===== config.mk =====
export PLATFORM = sky130hd
export DESIGN_NAME = lru_page_cache_controller
export DESIGN_NICKNAME = d
export VERILOG_FILES = /design/src/design/lpc_pkg.sv /design/src/design/lpc_ctrl.sv /design/src/design/lpc_dp.sv /design/src/design/lru_page_cache_controller.sv
export SDC_FILE = /design/constraint.sdc
export NUM_CORES = 2
export LEC_CHECK = 0
export BUFFER_PORTS_ARGS = -buffer_cell sky130_fd_sc_hd__buf_2
export CAP_MARGIN = 10
export CORE_MARGIN = 2
export CORE_UTILIZATION = 35
export DETAILED_ROUTE_END_ITERATION = 10
export SLEW_MARGIN = 10
export SYNTH_ARGS = -nofsm -noshare
export SYNTH_HDL_FRONTEND = slang
export SYNTH_SLANG_ARGS = --single-unit

===== constraint.sdc =====
create_clock -name i_clk -period 10.4 [get_ports i_clk]
set_clock_uncertainty 0.05 [all_clocks]
set_input_delay 1.56 -clock i_clk [delete_from_list [all_inputs] [get_ports i_clk]]
set_output_delay 1.56 -clock i_clk [all_outputs]
set_load 0.01 [all_outputs]

===== src/design/lpc_pkg.sv =====
`timescale 1ns / 1ps
// ----------------------------------------------------------------------------
// lpc_pkg
// Shared widths, register indexes and controller/datapath interface types.
// ----------------------------------------------------------------------------
package lpc_pkg;

    localparam int IDX_W      = 40;
    localparam int PS_W       = 17;
    localparam int OFF_W      = 16;
    localparam int CNT_W      = 48;
    localparam int SLOT_OUT_W = 6;
    localparam int HALF_W     = 20;
    localparam int PROD_W     = IDX_W + PS_W;
    localparam int STEP_W     = 6;
    localparam int CFG_IDX_W  = 1;

    localparam logic [CFG_IDX_W-1:0] REG_PAGE_SIZE      = 1'b0;
    localparam logic [CFG_IDX_W-1:0] REG_TOTAL_ELEMENTS = 1'b1;

    localparam logic [PS_W-1:0]  PS_RESET    = 17'd256;
    localparam logic [PS_W-1:0]  PS_MAX      = 17'd65536;
    localparam logic [IDX_W-1:0] TOTAL_RESET = 40'd1048576;

    typedef struct packed {
        logic load_in;
        logic div_step;
        logic scan;
        logic decide;
        logic addr_victim;
        logic xf_lo;
        logic xf_hi;
        logic xf_cmp;
        logic xf_src_mem;
        logic xf_dst_ld;
        logic emit_acc;
        logic emit_fl;
    } t_cmd;

    typedef struct packed {
        logic hit;
        logic wb;
        logic fdirty;
    } t_sts;

endpackage


===== src/design/lpc_ctrl.sv =====
`timescale 1ns / 1ps
// ----------------------------------------------------------------------------
// lpc_ctrl
// Sequencer: divide, slot scan, transfer length steps, result strobes.
// ----------------------------------------------------------------------------
module lpc_ctrl #(
    parameter int SLOTS = 8,
    parameter int PTR_W = 3
) (
    input  logic                i_clk,
    input  logic                i_rst_n,
    input  logic                i_start,
    input  logic                i_action,
    input  lpc_pkg::t_sts       i_sts,
    output lpc_pkg::t_cmd       o_cmd,
    output logic [PTR_W-1:0]    o_ptr,
    output logic                o_busy
);
    import lpc_pkg::*;

    localparam logic [4:0] S_IDLE  = 5'd0;
    localparam logic [4:0] S_DIV   = 5'd1;
    localparam logic [4:0] S_SCAN  = 5'd2;
    localparam logic [4:0] S_DRAIN = 5'd3;
    localparam logic [4:0] S_DEC   = 5'd4;
    localparam logic [4:0] S_VRD   = 5'd5;
    localparam logic [4:0] S_WB1   = 5'd6;
    localparam logic [4:0] S_WB2   = 5'd7;
    localparam logic [4:0] S_WBC   = 5'd8;
    localparam logic [4:0] S_LD1   = 5'd9;
    localparam logic [4:0] S_LD2   = 5'd10;
    localparam logic [4:0] S_LDC   = 5'd11;
    localparam logic [4:0] S_EMIT  = 5'd12;
    localparam logic [4:0] S_FRD   = 5'd13;
    localparam logic [4:0] S_F1    = 5'd14;
    localparam logic [4:0] S_F2    = 5'd15;
    localparam logic [4:0] S_FC    = 5'd16;
    localparam logic [4:0] S_FEMIT = 5'd17;

    localparam logic [PTR_W-1:0]  PTR_LAST  = PTR_W'(SLOTS - 1);
    localparam logic [STEP_W-1:0] STEP_LAST = STEP_W'(IDX_W - 1);

    logic [4:0]        r_state, n_state;
    logic [PTR_W-1:0]  r_ptr, n_ptr;
    logic [STEP_W-1:0] r_step, n_step;

    always_ff @(posedge i_clk) begin
        if (!i_rst_n) begin
            r_state <= S_IDLE;
            r_ptr   <= '0;
            r_step  <= '0;
        end else begin
            r_state <= n_state;
            r_ptr   <= n_ptr;
            r_step  <= n_step;
        end
    end

    always_comb begin
        n_state = r_state;
        n_ptr   = r_ptr;
        n_step  = r_step;
        o_cmd   = '0;
        unique case (r_state)
            S_IDLE: begin
                if (i_start) begin
                    o_cmd.load_in = 1'b1;
                    n_ptr         = '0;
                    n_step        = '0;
                    n_state       = i_action ? S_FRD : S_DIV;
                end
            end
            S_DIV: begin
                o_cmd.div_step = 1'b1;
                n_step         = r_step + 1'b1;
                if (r_step == STEP_LAST) begin
                    n_state = S_SCAN;
                end
            end
            S_SCAN: begin
                o_cmd.scan = 1'b1;
                if (r_ptr == PTR_LAST) begin
                    n_state = S_DRAIN;
                end else begin
                    n_ptr = r_ptr + 1'b1;
                end
            end
            S_DRAIN: n_state = S_DEC;
            S_DEC: begin
                o_cmd.decide = 1'b1;
                if (i_sts.hit) begin
                    n_state = S_EMIT;
                end else if (i_sts.wb) begin
                    n_state = S_VRD;
                end else begin
                    n_state = S_LD1;
                end
            end
            S_VRD: begin
                o_cmd.addr_victim = 1'b1;
                n_state           = S_WB1;
            end
            S_WB1: begin
                o_cmd.addr_victim = 1'b1;
                o_cmd.xf_src_mem  = 1'b1;
                o_cmd.xf_lo       = 1'b1;
                n_state           = S_WB2;
            end
            S_WB2: begin
                o_cmd.addr_victim = 1'b1;
                o_cmd.xf_src_mem  = 1'b1;
                o_cmd.xf_hi       = 1'b1;
                n_state           = S_WBC;
            end
            S_WBC: begin
                o_cmd.addr_victim = 1'b1;
                o_cmd.xf_src_mem  = 1'b1;
                o_cmd.xf_cmp      = 1'b1;
                n_state           = S_LD1;
            end
            S_LD1: begin
                o_cmd.xf_lo = 1'b1;
                n_state     = S_LD2;
            end
            S_LD2: begin
                o_cmd.xf_hi = 1'b1;
                n_state     = S_LDC;
            end
            S_LDC: begin
                o_cmd.xf_cmp    = 1'b1;
                o_cmd.xf_dst_ld = 1'b1;
                n_state         = S_EMIT;
            end
            S_EMIT: begin
                o_cmd.emit_acc = 1'b1;
                n_state        = S_IDLE;
            end
            S_FRD: begin
                if (i_sts.fdirty) begin
                    n_state = S_F1;
                end else if (r_ptr == PTR_LAST) begin
                    n_state = S_IDLE;
                end else begin
                    n_ptr = r_ptr + 1'b1;
                end
            end
            S_F1: begin
                o_cmd.xf_src_mem = 1'b1;
                o_cmd.xf_lo      = 1'b1;
                n_state          = S_F2;
            end
            S_F2: begin
                o_cmd.xf_src_mem = 1'b1;
                o_cmd.xf_hi      = 1'b1;
                n_state          = S_FC;
            end
            S_FC: begin
                o_cmd.xf_src_mem = 1'b1;
                o_cmd.xf_cmp     = 1'b1;
                n_state          = S_FEMIT;
            end
            S_FEMIT: begin
                o_cmd.emit_fl = 1'b1;
                if (r_ptr == PTR_LAST) begin
                    n_state = S_IDLE;
                end else begin
                    n_ptr   = r_ptr + 1'b1;
                    n_state = S_FRD;
                end
            end
            default: n_state = S_IDLE;
        endcase
    end

    assign o_ptr  = r_ptr;
    assign o_busy = (r_state != S_IDLE);

endmodule


===== src/design/lpc_dp.sv =====
`timescale 1ns / 1ps
// ----------------------------------------------------------------------------
// lpc_dp
// Datapath: config registers, index divider, slot tables, LRU scan,
// transfer length unit, counters and result registers.
// ----------------------------------------------------------------------------
module lpc_dp #(
    parameter int SLOTS = 8,
    parameter int PTR_W = 3
) (
    input  logic                           i_clk,
    input  logic                           i_rst_n,
    input  lpc_pkg::t_cmd                  i_cmd,
    input  logic [PTR_W-1:0]               i_ptr,
    output lpc_pkg::t_sts                  o_sts,
    input  logic                           i_cfg_we,
    input  logic [lpc_pkg::CFG_IDX_W-1:0]  i_cfg_index,
    input  logic [lpc_pkg::IDX_W-1:0]      i_cfg_data,
    input  logic [lpc_pkg::IDX_W-1:0]      i_element_index,
    output logic                           o_valid,
    output logic [lpc_pkg::SLOT_OUT_W-1:0] o_slot_used,
    output logic [lpc_pkg::OFF_W-1:0]      o_word_offset,
    output logic                           o_was_hit,
    output logic                           o_write_back,
    output logic [lpc_pkg::IDX_W-1:0]      o_write_back_page,
    output logic [lpc_pkg::PS_W-1:0]       o_write_back_length,
    output logic                           o_load_needed,
    output logic [lpc_pkg::IDX_W-1:0]      o_load_page,
    output logic [lpc_pkg::PS_W-1:0]       o_load_length,
    output logic [lpc_pkg::CNT_W-1:0]      o_hit_count,
    output logic [lpc_pkg::CNT_W-1:0]      o_fault_count,
    output logic                           o_last
);
    import lpc_pkg::*;

    logic [PS_W-1:0]  r_page_size;
    logic [IDX_W-1:0] r_total;

    logic [IDX_W-1:0] r_page_mem [SLOTS];
    logic [CNT_W-1:0] r_use_mem  [SLOTS];
    logic [IDX_W-1:0] r_pg_q;
    logic [CNT_W-1:0] r_use_q;
    logic [SLOTS-1:0] r_valid;
    logic [SLOTS-1:0] r_dirty;
    logic [CNT_W-1:0] r_use_ctr;
    logic [CNT_W-1:0] r_hits;
    logic [CNT_W-1:0] r_faults;

    logic [IDX_W-1:0] r_quo;
    logic [PS_W-1:0]  r_rem;

    logic             r_sen_d;
    logic [PTR_W-1:0] r_sptr_d;
    logic             r_hit_f, r_free_f;
    logic [PTR_W-1:0] r_hit_slot, r_free_slot, r_lru_slot, r_slot;
    logic [CNT_W-1:0] r_lru_use;
    logic             r_wbf;
    logic [IDX_W-1:0] r_wb_page;

    logic [PROD_W-1:0] r_acc;
    logic [PS_W-1:0]   r_wb_len, r_ld_len;

    logic [PS_W-1:0]          ps_eff;
    logic [PS_W:0]            rem_sh, rem_sub;
    logic                     rem_ge;
    logic [PTR_W-1:0]         rd_addr, victim;
    logic                     wb_need, flast;
    logic [IDX_W-1:0]         xf_op;
    logic [HALF_W-1:0]        mul_a;
    logic [HALF_W+PS_W-1:0]   mul_p;
    logic [IDX_W-1:0]         rest;
    logic [PS_W-1:0]          xf_len;
    logic [CNT_W-1:0]         n_use_ctr;
    logic [CNT_W-1:0]         n_hits, n_faults;

    always_comb begin
        if (r_page_size == '0) begin
            ps_eff = PS_W'(1);
        end else if (r_page_size > PS_MAX) begin
            ps_eff = PS_MAX;
        end else begin
            ps_eff = r_page_size;
        end
    end

    assign rem_sh  = {r_rem, r_quo[IDX_W-1]};
    assign rem_ge  = (rem_sh >= {1'b0, ps_eff});
    assign rem_sub = rem_sh - {1'b0, ps_eff};

    assign victim  = r_hit_f ? r_hit_slot : (r_free_f ? r_free_slot : r_lru_slot);
    assign wb_need = !r_hit_f && !r_free_f && r_dirty[r_lru_slot];
    assign rd_addr = i_cmd.addr_victim ? r_slot : i_ptr;

    assign o_sts.hit    = r_hit_f;
    assign o_sts.wb     = wb_need;
    assign o_sts.fdirty = r_valid[i_ptr] & r_dirty[i_ptr];

    always_comb begin
        flast = 1'b1;
        for (int i = 0; i < SLOTS; i++) begin
            if ((PTR_W'(i) > i_ptr) && r_valid[i] && r_dirty[i]) begin
                flast = 1'b0;
            end
        end
    end

    assign xf_op = i_cmd.xf_src_mem ? r_pg_q : r_quo;
    assign mul_a = i_cmd.xf_hi ? xf_op[IDX_W-1:HALF_W] : xf_op[HALF_W-1:0];
    assign mul_p = mul_a * ps_eff;
    assign rest  = r_total - r_acc[IDX_W-1:0];

    always_comb begin
        if (r_acc >= PROD_W'(r_total)) begin
            xf_len = '0;
        end else if (rest < IDX_W'(ps_eff)) begin
            xf_len = rest[PS_W-1:0];
        end else begin
            xf_len = ps_eff;
        end
    end

    assign n_use_ctr = r_use_ctr + 1'b1;
    assign n_hits    = r_hit_f ? r_hits + 1'b1 : r_hits;
    assign n_faults  = r_hit_f ? r_faults : r_faults + 1'b1;

    // control state
    always_ff @(posedge i_clk) begin
        if (!i_rst_n) begin
            r_page_size <= PS_RESET;
            r_total     <= TOTAL_RESET;
            r_valid     <= '0;
            r_dirty     <= '0;
            r_use_ctr   <= '0;
            r_hits      <= '0;
            r_faults    <= '0;
            r_sen_d     <= 1'b0;
            o_valid     <= 1'b0;
        end else begin
            if (i_cfg_we) begin
                unique case (i_cfg_index)
                    REG_PAGE_SIZE:      r_page_size <= i_cfg_data[PS_W-1:0];
                    REG_TOTAL_ELEMENTS: r_total     <= i_cfg_data;
                    default: ;
                endcase
            end
            r_sen_d <= i_cmd.scan;
            o_valid <= i_cmd.emit_acc | i_cmd.emit_fl;
            if (i_cmd.emit_acc) begin
                r_valid[r_slot] <= 1'b1;
                r_dirty[r_slot] <= 1'b1;
                r_use_ctr       <= n_use_ctr;
                r_hits          <= n_hits;
                r_faults        <= n_faults;
            end
            if (i_cmd.emit_fl) begin
                r_dirty[i_ptr] <= 1'b0;
            end
        end
    end

    // slot tables
    always_ff @(posedge i_clk) begin
        r_pg_q  <= r_page_mem[rd_addr];
        r_use_q <= r_use_mem[rd_addr];
        if (i_cmd.emit_acc) begin
            r_use_mem[r_slot] <= n_use_ctr;
            if (!r_hit_f) begin
                r_page_mem[r_slot] <= r_quo;
            end
        end
    end

    // payload
    always_ff @(posedge i_clk) begin
        r_sptr_d <= i_ptr;
        if (i_cmd.load_in) begin
            r_quo    <= i_element_index;
            r_rem    <= '0;
            r_hit_f  <= 1'b0;
            r_free_f <= 1'b0;
        end
        if (i_cmd.div_step) begin
            r_quo <= {r_quo[IDX_W-2:0], rem_ge};
            r_rem <= rem_ge ? rem_sub[PS_W-1:0] : rem_sh[PS_W-1:0];
        end
        if (r_sen_d) begin
            if (!r_hit_f && r_valid[r_sptr_d] && (r_pg_q == r_quo)) begin
                r_hit_f    <= 1'b1;
                r_hit_slot <= r_sptr_d;
            end
            if (!r_free_f && !r_valid[r_sptr_d]) begin
                r_free_f    <= 1'b1;
                r_free_slot <= r_sptr_d;
            end
            if ((r_sptr_d == '0) || (r_use_q < r_lru_use)) begin
                r_lru_use  <= r_use_q;
                r_lru_slot <= r_sptr_d;
            end
        end
        if (i_cmd.decide) begin
            r_slot <= victim;
            r_wbf  <= wb_need;
        end
        if (i_cmd.xf_lo) begin
            r_acc <= PROD_W'(mul_p);
        end
        if (i_cmd.xf_hi) begin
            r_acc <= r_acc + PROD_W'({mul_p, HALF_W'(0)});
        end
        if (i_cmd.xf_cmp) begin
            if (i_cmd.xf_dst_ld) begin
                r_ld_len <= xf_len;
            end else begin
                r_wb_len  <= xf_len;
                r_wb_page <= r_pg_q;
            end
        end
        if (i_cmd.emit_acc) begin
            o_slot_used         <= SLOT_OUT_W'(r_slot);
            o_word_offset       <= r_rem[OFF_W-1:0];
            o_was_hit           <= r_hit_f;
            o_write_back        <= r_wbf;
            o_write_back_page   <= r_wbf ? r_wb_page : '0;
            o_write_back_length <= r_wbf ? r_wb_len : '0;
            o_load_needed       <= !r_hit_f;
            o_load_page         <= r_hit_f ? '0 : r_quo;
            o_load_length       <= r_hit_f ? '0 : r_ld_len;
            o_hit_count         <= n_hits;
            o_fault_count       <= n_faults;
            o_last              <= 1'b1;
        end
        if (i_cmd.emit_fl) begin
            o_slot_used         <= SLOT_OUT_W'(i_ptr);
            o_word_offset       <= '0;
            o_was_hit           <= 1'b0;
            o_write_back        <= 1'b1;
            o_write_back_page   <= r_wb_page;
            o_write_back_length <= r_wb_len;
            o_load_needed       <= 1'b0;
            o_load_page         <= '0;
            o_load_length       <= '0;
            o_hit_count         <= r_hits;
            o_fault_count       <= r_faults;
            o_last              <= flast;
        end
    end

endmodule


===== src/design/lru_page_cache_controller.sv =====
`timescale 1ns / 1ps
// ----------------------------------------------------------------------------
// lru_page_cache_controller
// Fully associative LRU page slot controller with flush support.
// ----------------------------------------------------------------------------
// An access keeps o_busy high through the 40-step bit-serial index divider,
// the slot scan through the single read port of the slot tables, the victim
// decision, an optional write-back length step and, on a fault, the load
// length step. A flush walks every slot and, for each dirty one, runs the
// length step and a result strobe. Each result is shown for one cycle on
// o_valid and cannot be held off; a new request is taken once o_busy drops.
module lru_page_cache_controller #(
    parameter int SLOTS = 8
) (
    input  logic                           i_clk,
    input  logic                           i_rst_n,
    input  logic                           i_start,
    output logic                           o_busy,
    input  logic                           i_action,
    input  logic [lpc_pkg::IDX_W-1:0]      i_element_index,
    input  logic                           i_cfg_valid,
    output logic                           o_cfg_ready,
    input  logic [lpc_pkg::CFG_IDX_W-1:0]  i_cfg_index,
    input  logic [lpc_pkg::IDX_W-1:0]      i_cfg_data,
    output logic                           o_valid,
    output logic [lpc_pkg::SLOT_OUT_W-1:0] o_slot_used,
    output logic [lpc_pkg::OFF_W-1:0]      o_word_offset,
    output logic                           o_was_hit,
    output logic                           o_write_back,
    output logic [lpc_pkg::IDX_W-1:0]      o_write_back_page,
    output logic [lpc_pkg::PS_W-1:0]       o_write_back_length,
    output logic                           o_load_needed,
    output logic [lpc_pkg::IDX_W-1:0]      o_load_page,
    output logic [lpc_pkg::PS_W-1:0]       o_load_length,
    output logic [lpc_pkg::CNT_W-1:0]      o_hit_count,
    output logic [lpc_pkg::CNT_W-1:0]      o_fault_count,
    output logic                           o_last
);
    import lpc_pkg::*;

    localparam int PTR_W = (SLOTS > 1) ? $clog2(SLOTS) : 1;

    t_cmd             cmd;
    t_sts             sts;
    logic [PTR_W-1:0] ptr;
    logic             busy;

    assign o_cfg_ready = 1'b1;
    assign o_busy      = busy;

    lpc_ctrl #(.SLOTS(SLOTS), .PTR_W(PTR_W)) u_ctrl (
        .i_clk    (i_clk),
        .i_rst_n  (i_rst_n),
        .i_start  (i_start & ~busy),
        .i_action (i_action),
        .i_sts    (sts),
        .o_cmd    (cmd),
        .o_ptr    (ptr),
        .o_busy   (busy)
    );

    lpc_dp #(.SLOTS(SLOTS), .PTR_W(PTR_W)) u_dp (
        .i_clk               (i_clk),
        .i_rst_n             (i_rst_n),
        .i_cmd               (cmd),
        .i_ptr               (ptr),
        .o_sts               (sts),
        .i_cfg_we            (i_cfg_valid),
        .i_cfg_index         (i_cfg_index),
        .i_cfg_data          (i_cfg_data),
        .i_element_index     (i_element_index),
        .o_valid             (o_valid),
        .o_slot_used         (o_slot_used),
        .o_word_offset       (o_word_offset),
        .o_was_hit           (o_was_hit),
        .o_write_back        (o_write_back),
        .o_write_back_page   (o_write_back_page),
        .o_write_back_length (o_write_back_length),
        .o_load_needed       (o_load_needed),
        .o_load_page         (o_load_page),
        .o_load_length       (o_load_length),
        .o_hit_count         (o_hit_count),
        .o_fault_count       (o_fault_count),
        .o_last              (o_last)
    );

endmodule


---- After elaboration in Yosys (flattened, before gate mapping) ----
Memories as Yosys holds them, arrays and structs flattened. A register that Yosys moved wholly into a read port is not among the register bits.
Cells that the tools add are included.
Widths: inputs -> output; s select.
cells by class
  mux-type cells .......................... 97
  $lt $le $gt $ge ......................... 19
  bitwise logic cells ..................... 10
  add/sub/neg operators ................... 8
  multipliers ............................. 1
  reductions and logical operators ........ 52
  equal/unequal tests ..................... 25
operators with widths
  cell                   number
  $mux 48                6
  $mux 40                7
  $mux 17                11
  $add 48x1->48 const B  3
  $mux 57                2
  $pmux 5 s17            1
  $add 57x57->57         1
  $ge 57x40->1           1
  $lt 48x48->1           1
  $eq 40x40->1           1
  $eq 5x4->1 const B     8
  $lt 40x17->1           1
  $mux 1                 40
  $sub 40x40->40         1
  $mul 20x17->37         1
  $mux 5                 5
  $mux 3                 8
  $mux 8                 3
  $logic_and 1x1->1      23
  $eq 5x3->1 const B     4
  $mux 20                1
  $ge 18x17->1           1
  $gt 17x17->1 const B   1
  $logic_not 17->1       1
  42 further kinds       80
storage, ports and cells
  memories kept ........................... 2
  RAM bits ................................ 704
  register bits ........................... 720
memory list
  name             words  bits a word  read ports  clocked after Yosys merged registers in  wr ports  line          source
  u_dp.r_use_mem   8      48           1           1                                        1         lpc_dp.sv:40  logic [CNT_W-1:0] r_use_mem [SLOTS];
  u_dp.r_page_mem  8      40           1           1                                        1         lpc_dp.sv:39  logic [IDX_W-1:0] r_page_mem [SLOTS];

---- Longest topological paths before layout ----
  word-level depth ........................ 12
  depth in mapped cells ................... 43
  depth with buffers taken out ............ 39

---- By module ----
A second synthesis with hierarchy kept.
unflattened totals
  cells, all modules ...................... 6160
  area, all modules ....................... 77366.7 um2
modules (own cells, without submodules)
  module                     cells an instance  seq. area each (um2)  instances  area an instance (um2)
  lpc_dp                     6003               41099.4               1          76248.1
  lpc_ctrl                   154                280.3                 1          1093.5
  lru_page_cache_controller  3                  0.0                   1          25.0

---- Least setup slack after synthesis ----
OpenSTA, ideal clock, no wires.
  kind .................................... register to register
  start point ............................. reg u_ctrl.r_state[0]
  end point ............................... reg u_dp.r_acc[56], data pin
  data required time ...................... 10.086 ns
  clock period less this slack ............ 10.124 ns
  setup time .............................. 0.264 ns
  stages on the path, launching flop included .. 38
  arrival time ............................ 9.809 ns
  path slack .............................. 0.276 ns
  cells stage by stage .................... dfxtp_1 clkbuf_1 or3_1 o22ai_1 clkbuf_1 clkbuf_1 clkbuf_1 mux2i_1 nand2_1 fa_1 fa_1 inv_1 fa_1 fa_1 fa_1 inv_1 fa_1 inv_1 [2 not listed] a21o_1 a21oi_1 o21ai_0 and2_1 o21a_1 nor2_1 xnor2_1 ha_1 clkbuf_1 a2111oi_0 o31ai_1 a221o_1 a41oi_1 o21ai_1 a211oi_1 xor2_1 nand2_1 nor3b_1
between the ends
  cells in the longest elaborated chain, start to end .. 8
RTL lines
  item                                      line            source
  start: declaration                        lpc_ctrl.sv:43  logic [4:0] r_state, n_state;
  start signal: assignment                  lpc_ctrl.sv:53  r_state <= n_state;
  $eq 5x4->1, or another cell as far along  lpc_ctrl.sv:64  unique case (r_state)
  $reduce_or 6->1 (no source line)          -
  $mux 1                                    lpc_ctrl.sv:64
  $mux 40                                   lpc_dp.sv:107   assign xf_op = i_cmd.xf_src_mem ? r_pg_q : r_quo;
  $mux 20                                   lpc_dp.sv:108   assign mul_a = i_cmd.xf_hi ? xf_op[IDX_W-1:HALF_W] : xf_op[HALF_W-1:0];
  $mul 20x17->37                            lpc_dp.sv:109   assign mul_p = mul_a * ps_eff;
  $add 57x57->57                            lpc_dp.sv:208   r_acc <= r_acc + PROD_W'({mul_p, HALF_W'(0)});
  $mux 57 *                                 lpc_dp.sv:207   if (i_cmd.xf_hi) begin
  end signal: assignment                    lpc_dp.sv:205   r_acc <= PROD_W'(mul_p);
  end signal: assignment                    lpc_dp.sv:208
  end: declaration                          lpc_dp.sv:60    logic [PROD_W-1:0] r_acc;
Mark *: on every way between the ends. The rest lies on a longest branch, timed or not.
A chain may end at the register's enable or synchronous reset.

---- Worst setup path in the final report ----
  start point ............................. reg u_dp.r_page_size[9]
  end point ............................... reg u_dp.r_acc[56], data pin
between the ends
  cells in the longest elaborated chain, start to end .. 6
RTL lines
  item                      line           source
  start: declaration        lpc_dp.sv:36   logic [PS_W-1:0] r_page_size;
  start signal: assignment  lpc_dp.sv:141  REG_PAGE_SIZE: r_page_size <= i_cfg_data[PS_W-1:0];
  $gt 17x17->1              lpc_dp.sv:79   end else if (r_page_size > PS_MAX) begin
  $mux 17                   lpc_dp.sv:79
  $mux 17 *                 lpc_dp.sv:77   if (r_page_size == '0) begin
  $mul 20x17->37 *          lpc_dp.sv:109
  $add 57x57->57 *          lpc_dp.sv:208
  $mux 57 *                 lpc_dp.sv:207
Marks and branches as above.

==> impl_metrics.yaml <==
timing:
  timing.fmax_mhz: 101
  max_slew_margin_pct: 19.0
  worstMarginPinSlew_ps: 1210
  setup_viol: 0
  fin_crit_sh_pct: 95.4
  drv_slew: 0
  hold_viol_final: 0
  min_period_ps: 9920
min_path:
  hold_path_depth: 0
  hold_class: "reg -> reg"
  hp-start: "u_dp.r_use_q[42]"
  whs_endpoint: "u_dp.r_lru_use[42]"
drt:
  via_per_inst: 5.14
  vias: 49909
  antenna_left: 0
  first_pass_iters: 6
  drc: 0
  drtIter0Drc: 3857
  wl_um: 215000
  route.detailed.wl_per_inst_um: 22.2
setup_path:
  end_kind: "flip-flop"
  crit_arrival_ps: 10440
  reg2reg_depth: 34
  worstPathRequired_ps: 10920
  timing.rr.start: "u_dp.r_page_size[9]"
  rrSetupSlack_ps: 480
  crit_path_frequent_cell: "fa_1"
  slowest_delay_ps: 570
  cpMaxStageDelayCell: "fa_1"
  reg2reg_to: "u_dp.r_acc[56]"
  start_kind: "flip-flop"
  path_class: "reg -> reg"
  critPathMaxFanout: 14
clock_network:
  clock_path_buffers: 3
  cts.reportedPaths.clkPinSlew_ps: 60
  clk_latency_ps: 830
  cts_tree: "built"
  clock-sinks: 1512
  cts_max_level: 4
  cts_root_buffer: "clkbuf_16"
  numCtsBuffers: 163
yosys:
  syn-instance-count: 6311
  synth_area_um2: 77200
  synth_edf_count: 1110
  synth-main-ff-cell: "edfxtp_1"
  synth.distinct_cells: 86
  synth-seq-cells: 1512
  avgSynthCellArea_um2: 12.2
  async_reset_ff_share_pct: 0
  synth_top_area_share_pct: 43.2
  synth_top_area_cell: "edfxtp_1"
  ys_seq_area_share_pct: 53.6
  synthTopCellsByArea: "edfxtp_1 (43%), dfxtp_1 (10%), fa_1 (7.1%)"
  ys_warn_count: 0
global_routing:
  grt_overflow: 0
  grtUsageTotal_pct: 19.0
  first_global_vias: 50510
  grt_max_degree: 95
  grt_pass1_wl_um: 322000
  antenna_found_initial: 10
placed_design:
  post-place-cells: 9391
  io_buffers: 320
  gp_congestion: 0.920
  post_dp_cell_area_um2: 82900
  dp_hpwl_um: 149000
floorplanning:
  initial_core_util_pct: 35.2
  die_w_um: 474
  fp-row-count: 172
  core-area_um2: 220000
  ios: 325
  die_h_um: 474
  die_area_um2: 224000
final_layout:
  postLayoutCoreUtil_pct: 40.4
  drive_gt1_share_pct: 16.6
  fin_nets: 7359
  fillerInstances: 20692
  stdcell_count: 9702
  area_delta_synth_final_pct: 14.8
  final_cell_area_um2: 88700
  multiInputGateArea_um2: 33000
  ff_latch_area_um2: 41400
run:
  maxCapViolations: 0
power_and_ir_drop:
  finalPower_w: 0.0281
  power_density_nw_per_um2: 317
  peakVddDrop_v: 0.000687
  p_leak_nw: 34.6
run_status:
  status: "complete, no violations"
-- registers in the layout, summed over array words and instances (netlist names), 40 cells and up --
| signal | flops |
|---|---|
| u_dp.o_fault_count | 48 |
| u_dp.o_hit_count | 48 |
| u_dp.o_load_page | 40 |
| u_dp.o_write_back_page | 40 |
| u_dp.r_acc | 57 |
| u_dp.r_faults | 48 |
| u_dp.r_hits | 48 |
| u_dp.r_lru_use | 48 |
| u_dp.r_page_mem | 320 |
| u_dp.r_pg_q | 40 |
| u_dp.r_quo | 40 |
| u_dp.r_total | 40 |
| u_dp.r_use_ctr | 48 |
| u_dp.r_use_mem | 384 |
| u_dp.r_use_q | 48 |
| u_dp.r_wb_page | 40 |
-- synth_stat cells, types with 8 or more instances --
master	n
edfxtp_1	1110
nand2_1	765
inv_1	540
dfxtp_1	402
nor2_1	338
ha_1	314
fa_1	272
clkbuf_1	232
xnor2_1	231
a21oi_1	195
and2_1	183
mux4_2	181
o21ai_0	144
xor2_1	144
nand3_1	129
mux2_2	113
a21boi_0	105
nor2b_1	82
a21o_1	80
nor3_1	73
nand4_1	72
mux2i_1	64
a22o_1	58
or3_1	55
and3_1	42
o21a_1	34
nor4_1	33
buf_1	30
nand2b_1	27
a211oi_1	24
buf_2	20
a31oi_1	19
o21ai_1	16
o211ai_1	12
o21bai_1	11
o31ai_1	10
o221a_2	9
and4_1	8
-- per-layer routing --
metal / wire length, um / global-route usage (%)
met1: 91700 / 24.6
met2: 104000 / 31.9
met3: 10200 / 2.80
met4: 9040 / 7.64
met5: 13 / 0
-- through the flow --
| stage | worst slack (ps) | hold slack (ps) | TNS [ps] |
|---|---|---|---|
| after floorplan | 276 | 328 | 0 |
| after global placement | 235 | 365 | 0 |
| after detailed placement | 195 | 370 | 0 |
| after CTS | 112 | 382 | 0 |
| after global routing | -6.67 | 390 | -6.67 |
| final | 481 | 380 | 0 |
-- report_power, final --
part	switching, W	leakage, nW	internal, W
sequential	0.000689	13.7	0.00755
combinational	0.00815	18.1	0.00567
clock	0.00254	2.77	0.00350
-- area by class of cell --
| cell class | instances | share of cell area (%) |
|---|---|---|
| sequential | 1512 | 46.7 |
| timing repair buffer | 496 | 3.36 |
| antenna | 4 | 0.0113 |
| tap | 2871 | 4.05 |
| multi-input combinational | 3969 | 37.2 |
| clock buffer | 216 | 5.14 |
| inverter | 545 | 2.31 |
| clock inverter | 89 | 1.25 |
-- cells by family (layout without fill, tap and decap cells) --
group	count (synthesis)	after routing	synth area share, %
flip-flops	1512	1512	53.6
other	2	8	0.00973
AO/OA/AOI/OAI	803	803	6.96
XOR/XNOR	375	375	4.25
AND/OR/NAND/NOR	1843	1843	11.2
adder cells (fa/ha/maj)	586	586	12.1
multiplexers	358	358	7.76
buffers and inverters	832	1346	4.11
-- how the worst max path moves through the flow --
| stage | from | endpoint | depth (start not counted) |
|---|---|---|---|
| 2_1_floorplan | u_ctrl.r_state[0] | u_dp.r_acc[56] | 37 |
| 3_3_place_gp | u_ctrl.r_state[0] | u_dp.r_acc[55] | 36 |
| 3_5_place_dp | u_ctrl.r_state[0] | u_dp.r_acc[55] | 36 |
| 4_1_cts | u_ctrl.r_state[0] | u_dp.r_acc[55] | 36 |
| 5_1_grt | u_ctrl.r_state[2] | u_dp.r_acc[56] | 35 |
| 6_report | u_dp.r_page_size[9] | u_dp.r_acc[56] | 34 |
-- cells in the final DEF (no fill, tap or decap), types with 41 or more instances in the layout --
cell,instances
edfxtp_1,1110
nand2_1,763
inv_1,539
dfxtp_1,401
nor2_1,329
buf_2,319
ha_1,314
fa_1,272
xnor2_1,230
a21oi_1,193
and2_1,182
mux4_2,181
buf_4,172
clkbuf_16,168
o21ai_0,144
xor2_1,143
nand3_1,127
mux2_2,111
a21boi_0,105
nor2b_1,81
a21o_1,80
nand4_1,72
nor3_1,65
mux2i_1,59
a22o_1,58
or3_1,55
and3_1,41
-- critical path, delay by kind of cell, from the launching register on --
kind | cells | cell delay [ps]
fa+ha+maj | 8 | 3870
buf+inv | 5 | 1010
xor+xnor | 2 | 450
flops | 1 | 320
simple gates | 10 | 1840
compound gates | 9 | 2090
-- repair_timing --
action                                  in CTS  in global routing
resized for setup                            0                 15
buffers inserted                             0                  1
endpoints found under the setup margin       0                  4
hold buffers                                 0                  0
No activity file was read; power rests on OpenSTA's default activity.
